### src/design/srwg_pkg.sv
// Package: shared types, constants and functions for the smoothed random wave generator.
`timescale 1ns / 1ps
package srwg_pkg;

  localparam logic [31:0] LfsrMask    = 32'h8020_0003;
  localparam logic [24:0] OneQ24      = 25'h100_0000;
  localparam logic [23:0] NyqReset    = 24'd6144000;
  localparam logic [31:0] InvNyqReset = 32'd178957;
  localparam logic [31:0] SeedReset   = 32'd1;

  localparam logic [1:0] RegNyquist = 2'd0;
  localparam logic [1:0] RegInvNyq  = 2'd1;
  localparam logic [1:0] RegSeed    = 2'd2;

  typedef enum logic [3:0] {
    ST_IDLE,
    ST_SEED,
    ST_CLIP,
    ST_DIV,
    ST_ROM,
    ST_INTERP,
    ST_MIX,
    ST_INC,
    ST_WRAP,
    ST_DRAW,
    ST_OUT
  } state_e;

  typedef struct packed {
    logic load_seed;
    logic clip;
    logic div_start;
    logic div_step;
    logic rom_read;
    logic interp;
    logic mix;
    logic inc;
    logic wrap;
    logic draw_step;
    logic draw_commit;
    logic out_load;
  } ctrl_t;

  typedef struct packed {
    logic div_needed;
    logic div_done;
    logic wrapped;
    logic draw_done;
    logic seed_second;
  } stat_t;

  // One Galois step to the right.
  function automatic logic [31:0] lfsr_step(input logic [31:0] s);
    lfsr_step = s[0] ? ((s >> 1) ^ LfsrMask) : (s >> 1);
  endfunction

  // Cosine table value for k in 0..2^bits, Q1.15, built by 24-step CORDIC.
  function automatic logic signed [17:0] cos_entry(input int k, input int bits);
    longint atan_t [24];
    longint x, y, z, dx, dy, c, th;
    int n, u, i;
    atan_t = '{843314857, 497837829, 263043837, 133525159, 67021687, 33543516,
               16775851, 8388437, 4194283, 2097149, 1048576, 524288, 262144,
               131072, 65536, 32768, 16384, 8192, 4096, 2048, 1024, 512, 256,
               128};
    n = 1 << bits;
    u = (k <= n / 2) ? k : n - k;
    th = (64'd3373259426 * longint'(u)) >>> bits;
    x = 652032875;
    y = 0;
    z = th;
    for (i = 0; i < 24; i++) begin
      dx = y >>> i;
      dy = x >>> i;
      if (z >= 0) begin
        x = x - dx; y = y + dy; z = z - atan_t[i];
      end else begin
        x = x + dx; y = y - dy; z = z + atan_t[i];
      end
    end
    c = (x + 16384) >>> 15;
    if (k > n / 2) c = -c;
    if (c > 32768) c = 32768;
    if (c < -32768) c = -32768;
    cos_entry = 18'(c);
  endfunction

endpackage

### src/design/srwg_ctrl.sv
// Controller: sequences one sample request through the shared datapath.
`timescale 1ns / 1ps
module srwg_ctrl (
  input  logic           clk_i,
  input  logic           rst_ni,
  input  logic           in_valid_i,
  output logic           in_ready_o,
  input  logic           out_valid_i,
  input  logic           seed_req_i,
  input  srwg_pkg::stat_t stat_i,
  output srwg_pkg::ctrl_t ctrl_o
);
  import srwg_pkg::*;

  state_e state_q, state_d;
  logic   seed_q, seed_d;

  always_ff @(posedge clk_i or negedge rst_ni) begin
    if (!rst_ni) begin
      state_q <= ST_SEED;
      seed_q  <= 1'b0;
    end else begin
      state_q <= state_d;
      seed_q  <= seed_d;
    end
  end

  always_comb begin
    state_d    = state_q;
    seed_d     = seed_q;
    ctrl_o     = '0;
    in_ready_o = 1'b0;
    case (state_q)
      ST_IDLE: begin
        in_ready_o = !out_valid_i && !seed_req_i;
        if (seed_req_i) begin
          ctrl_o.load_seed = 1'b1;
          seed_d  = 1'b0;
          state_d = ST_DRAW;
        end else if (in_valid_i && !out_valid_i) begin
          ctrl_o.clip = 1'b1;
          state_d = ST_CLIP;
        end
      end
      ST_SEED: begin
        ctrl_o.load_seed = 1'b1;
        seed_d  = 1'b0;
        state_d = ST_DRAW;
      end
      ST_CLIP: begin
        ctrl_o.div_start = 1'b1;
        state_d = stat_i.div_needed ? ST_DIV : ST_MIX;
      end
      ST_DIV: begin
        ctrl_o.div_step = 1'b1;
        if (stat_i.div_done) state_d = ST_ROM;
      end
      ST_ROM: begin
        ctrl_o.rom_read = 1'b1;
        state_d = ST_INTERP;
      end
      ST_INTERP: begin
        ctrl_o.interp = 1'b1;
        state_d = ST_MIX;
      end
      ST_MIX: begin
        ctrl_o.mix = 1'b1;
        state_d = ST_INC;
      end
      ST_INC: begin
        ctrl_o.inc = 1'b1;
        state_d = ST_WRAP;
      end
      ST_WRAP: begin
        ctrl_o.wrap = 1'b1;
        ctrl_o.out_load = 1'b1;
        seed_d  = 1'b1;
        state_d = stat_i.wrapped ? ST_DRAW : ST_IDLE;
      end
      ST_DRAW: begin
        ctrl_o.draw_step = 1'b1;
        if (stat_i.draw_done) begin
          ctrl_o.draw_commit = 1'b1;
          // After a seed load, a second draw follows; after a wrap, one draw.
          if (!seed_q && !stat_i.seed_second) state_d = ST_DRAW;
          else state_d = ST_IDLE;
        end
      end
      default: state_d = ST_IDLE;
    endcase
  end

endmodule

### config.mk
export PLATFORM = sky130hd
export DESIGN_NAME = srwg_ctrl
export DESIGN_NICKNAME = d
export VERILOG_FILES = /design/src/design/srwg_pkg.sv /design/src/design/srwg_ctrl.sv
export SDC_FILE = /design/constraint.sdc
export NUM_CORES = 1
export LEC_CHECK = 0
export ABC_AREA = 0
export ABC_CLOCK_PERIOD_IN_PS = 1600
export BUFFER_PORTS_ARGS = -buffer_cell sky130_fd_sc_hd__buf_2
export CORE_AREA = 2 2 39 41
export CTS_CLUSTER_DIAMETER = 60
export DETAILED_ROUTE_END_ITERATION = 12
export DIE_AREA = 0 0 41 43
export PLACE_DENSITY = 0.71
export SKIP_LAST_GASP = 1
export SYNTH_ARGS = -nofsm -noshare
export SYNTH_HDL_FRONTEND = slang
export SYNTH_SLANG_ARGS = --single-unit
### constraint.sdc
create_clock -name clk_i -period 1.6 [get_ports clk_i]
set_clock_uncertainty 0.1 [all_clocks]
set_input_delay 0.16 -clock clk_i [delete_from_list [all_inputs] [get_ports clk_i]]
set_output_delay 0.16 -clock clk_i [all_outputs]
set_load 0.02 [all_outputs]
---- After elaboration in Yosys (flattened, before gate mapping) ----
Cells that the tools add are included.
cells by class
  reductions and logical operators ........ 11
  eq/ne operators ......................... 13
  muxes and demuxes ....................... 25
operators by type and width
  kind                number
  $pmux 4 s10         1
  $mux 4              6
  $eq 4x3->1 const B  4
  $mux 1              14
  $eq 4x2->1 const B  2
  $eq 4x4->1 const B  2
  $ne 2x2->1 const B  3
  $eq 4x1->1 const B  1
  $logic_not 1->1     4
  $logic_not 4->1     1
  $logic_and 1x1->1   3
  $mux 3              1
  $ne 3x3->1 const B  1
  $pmux 1 s3          1
  $reduce_and 3->1    1
  $reduce_bool 3->1   1
  $mux 2              1
  $pmux 1 s2          1
  $reduce_and 2->1    1
storage, ports and cells
  output and inout port bits .............. 13
  register bits ........................... 5
  word-level logic and storage cells ...... 51
  bits of input ports ..................... 10

---- Logic depth before layout (Yosys ltp) ----
  word-level depth ........................ 5
  depth in mapped cells ................... 5
  gate-level depth less buffers ........... 4

---- Worst setup path before layout ----
No wires, ideal clock.
  path kind ............................... reg-to-output
  from .................................... reg state_q[1]
  to ...................................... out ctrl_o[10] in the netlist's numbering
  slack ................................... -41 ps
  cell stages (with the launch flop) ...... 4
  data arrival time ....................... 1381 ps
  required time ........................... 1340 ps
  cell sequence ........................... dfrtp_1 or3_4 nor4_4 and2_1
RTL lines
  item                      RTL line         RTL
  start: declaration        srwg_ctrl.sv:15  state_e state_q, state_d;
  start signal: assignment  srwg_ctrl.sv:23  state_q <= state_d;
  end: declaration          srwg_ctrl.sv:11  output srwg_pkg::ctrl_t ctrl_o

==> run summary <==
The run gives 0.829 mV as the highest ir drop seen on vdd. TritonCTS built the clock tree. The number of global-route vias before repair was 537.

Counting flops with an async set or reset pin after synthesis yields a share of 100%. The longest clock path from root to sink contains 2 buffers. Yosys printed 0 warnings. The clock-pin slew of the registers on the worst-case setup and hold paths was 0.05 ns.

Root cell of the clock tree: sky130_fd_sc_hd__clkbuf_4. A synthesized cell averages 9.08 um2. The leakage power summed over all cells came out at 0.373 nW. In the layout the commonest cells are 14 x sky130_fd_sc_hd__buf_2, 14 x sky130_fd_sc_hd__buf_4, 4 x sky130_fd_sc_hd__buf_6, 4 x sky130_fd_sc_hd__dfrtp_1. Summing every instance area after synthesis gives 527 um2. The logs give 0 for the initial antenna violation count and 6 for the final count of negative-setup-slack endpoints. Dividing total power by cell area gives a power density of 2050 nW/um2. The half-perimeter wire length of the detailed placement result was 942 um. For the number of instances in the placed design, the log shows 95.

For this design the top-level I/O count stands at 23. Dividing the detail-routed wire length by the instance count gives 13.6 um. The congestion estimate from routability-driven global placement came to 0.860. In this run the core area contains 14 standard-cell rows.

Setup repair after global routing could not meet its margin everywhere. The logs give 58 for the number of instances in the synthesized netlist and 1380 um2 for the area of the core. The final reports fail on negative setup slack. The flow ran to the end, but the final reports show violations. Synthesis inferred 5 register bits. At the end of the flow, the number of nets in the layout was 101. The detailed-route wire length was 1440 um. The startpoint identified for the worst register-to-register timing path is state_q[0]$_DFFE_PN1P_. STA classifies the critical path endpoint as a primary output.

The post-detailed-route via-to-cell ratio was 5.46; the die width was 41 um. The transition time at the pin with the least slew margin works out to 0.353 ns. The post-route netlist has 67.8% of its cells at a drive strength greater than 1. The tools report the number of buffers created by CTS as 3. Based on the critical path, the design can be clocked at up to 0.582 GHz.

The number of antenna diodes in the final layout is 0. OpenSTA, run right after detailed placement, puts the worst setup slack at 0.101 ns. The startpoint identified for the worst hold timing path is stat_i[1]. Of the post-synthesis cell area, the dominant cell type holds 19.0%.

The finished layout holds 106 standard cells, fillers aside. The tools report the CTS sink count as 5. Final non-filler cell area: 825 um2. After the first detailed-routing iteration, the DRC count stood at 14. Data on the critical path is required at its endpoint by 1.34 ns. The final setup TNS is -0.255 ns. Detailed-route DRC error count: 0. The later pin in the worst-skew pair is clocked with a latency of 0.25 ns.

Most instantiated flip-flop cell in the synthesis netlist: sky130_fd_sc_hd__dfrtp_1. The first detailed-routing pass ran for 4 iterations. The global-route usage over all layers was 18.5%; the maximum number of pins on one net before global-route repair was 13.

For the number of failing hold endpoints at the final stage, the log shows 0. For the total congestion overflow after global routing, the log shows 0. Number of buffers inserted by port buffering: 22. The area growth from synthesis to layout is 56.5%. The cell type with the largest total area after synthesis was sky130_fd_sc_hd__dfrtp_1. The die covers 1760 um2. Across all layers, the routed design uses 579 vias. In this run the worst path has a maximum fanout of 2. The number of nets handed over by synthesis was 68.

The critical path starts at state_q[2]$_DFFE_PN0P_. Summing the sequential cell areas from Yosys gives 24.0% of the chip area. Max-cap violations in this run came to 0. The wire length of the first global-routing pass was 2170 um. For the minimum setup slack in the final design, the log shows -0.119 ns. Post-route clock period utilization: 107%. The distinct cell type count of the synthesized netlist came out at 29. The starting utilization of the core area was 38.1%. The worst setup path is launched from a flop. The number of flops mapped to enable cells by yosys works out to 0. Measured along the y axis, the die boundary spans 43 um. H-tree depth reported by CTS: 1. By area the synthesized netlist is led by sky130_fd_sc_hd__dfrtp_1 19%, sky130_fd_sc_hd__buf_6 6.4%, sky130_fd_sc_hd__nand2b_1 5.9%, sky130_fd_sc_hd__dfstp_2 5.0%, sky130_fd_sc_hd__nor3_1 4.8%. For the total cell area at the placement stage, the log shows 639 um2.

Worst hold path class: input port to flop. Data on the critical path arrives at its endpoint at 1.46 ns. The number of max-slew violations in the final report was 0. The antenna violation net count after detailed routing is 0, and the headroom to the max-slew limit is 76.4%.

The final critical-path required period works out to 1.72 ns. The critical path is of the flop to primary output type. Once layout is complete, the utilization of the core stands at 59.6%.
[critical path: stages, from the launching register on]
cell and delay (ns):
sky130_fd_sc_hd__dfrtp_1 0.37, sky130_fd_sc_hd__or3_4 0.41, sky130_fd_sc_hd__nor4_4 0.15, sky130_fd_sc_hd__and2_4 0.18, sky130_fd_sc_hd__buf_6 0.10
[report_power, final]
| group | switching (mW) | internal (mW) | total [mW] |
|---|---|---|---|
| Clock | 0.0579 | 0.0947 | 0.153 |
| Combinational | 0.666 | 0.617 | 1.28 |
| Sequential | 0.0594 | 0.199 | 0.258 |
| Total | 0.783 | 0.911 | 1.69 |
[area by class of cell]
cell class	count	area, um2
clock buffers	4	26.3
flip-flops and latches	5	126
inverters	1	3.75
repair buffers	34	250
fillers	129	559
well taps	16	20.0
multi-input cells	46	398
[cell usage after synthesis, types with 2 or more instances]
cell type,n
sky130_fd_sc_hd__o211ai_2,2
sky130_fd_sc_hd__o32ai_1,2
sky130_fd_sc_hd__a21oi_1,3
sky130_fd_sc_hd__nor2_1,4
sky130_fd_sc_hd__buf_4,3
sky130_fd_sc_hd__nor3b_1,2
sky130_fd_sc_hd__a31oi_1,3
sky130_fd_sc_hd__buf_6,3
sky130_fd_sc_hd__dfrtp_1,4
sky130_fd_sc_hd__nand2b_1,5
sky130_fd_sc_hd__o21ai_0,2
sky130_fd_sc_hd__and2_1,2
sky130_fd_sc_hd__nor2_2,2
sky130_fd_sc_hd__nor3_1,5
sky130_fd_sc_hd__nand2_1,2
[state kept, by name, indices dropped and copies added, names as in the netlist]
name     cells
state_q      4
seed_q       1
[per-layer routing]
layer | vias to the layer above | GRT usage [%] | wire, um | part of all wire, %
met1 | 271 | 21.5 | 546 | 38
met4 | 0 | 11.3 | 48 | 3.3
li1 | 276 | - | - | -
met2 | 28 | 27.8 | 743 | 52
met5 | - | 0 | 0 | 0
met3 | 4 | 6.28 | 100 | 7.0
[worst paths after layout]
| kind | cells after the start | endpoint | slack [ns] |
|---|---|---|---|
| setup / recovery | 4 | ctrl_o[10] | -0.12 |
| hold / removal | 2 | state_q[3]$_DFFE_PN0P_ | 0.04 |
| setup reg to reg | 5 | state_q[1]$_DFFE_PN0P_ | 0.08 |
| hold reg to reg | 2 | seed_q$_DFFE_PN0P_ | 0.45 |
| max in group asynchronous | 2 | state_q[0]$_DFFE_PN1P_ | 1.03 |
| min in group asynchronous | 2 | state_q[1]$_DFFE_PN0P_ | 0.16 |
[what timing repair did]
item | CTS | global route
resized for setup | 12 | 14
setup endpoints to repair | 8 | 9
pin swaps | 1 | 1
hold buffers | 1 | 0
buffers inserted | 6 | 0
endpoints found under the hold margin | 5 | 0
[per-stage QoR]
step	hold WS, ns	power, mW
2_1_floorplan	-0.236	1.01
3_3_place_gp	-0.119	1.17
3_5_place_dp	-0.119	1.18
4_1_cts	0.0314	1.57
5_1_grt	0.0294	1.81
6_report	0.0424	1.69
[logic make-up (layout without fill, tap and decap cells)]
kind of cell    after synthesis  count (layout)  synth area share [%]
flops                         5               5                  24.0
compound gates               16              16                  25.4
simple gates                 30              30                  39.2
buf+inv                       7              39                  11.4
No activity file was read; power rests on OpenSTA's default activity.
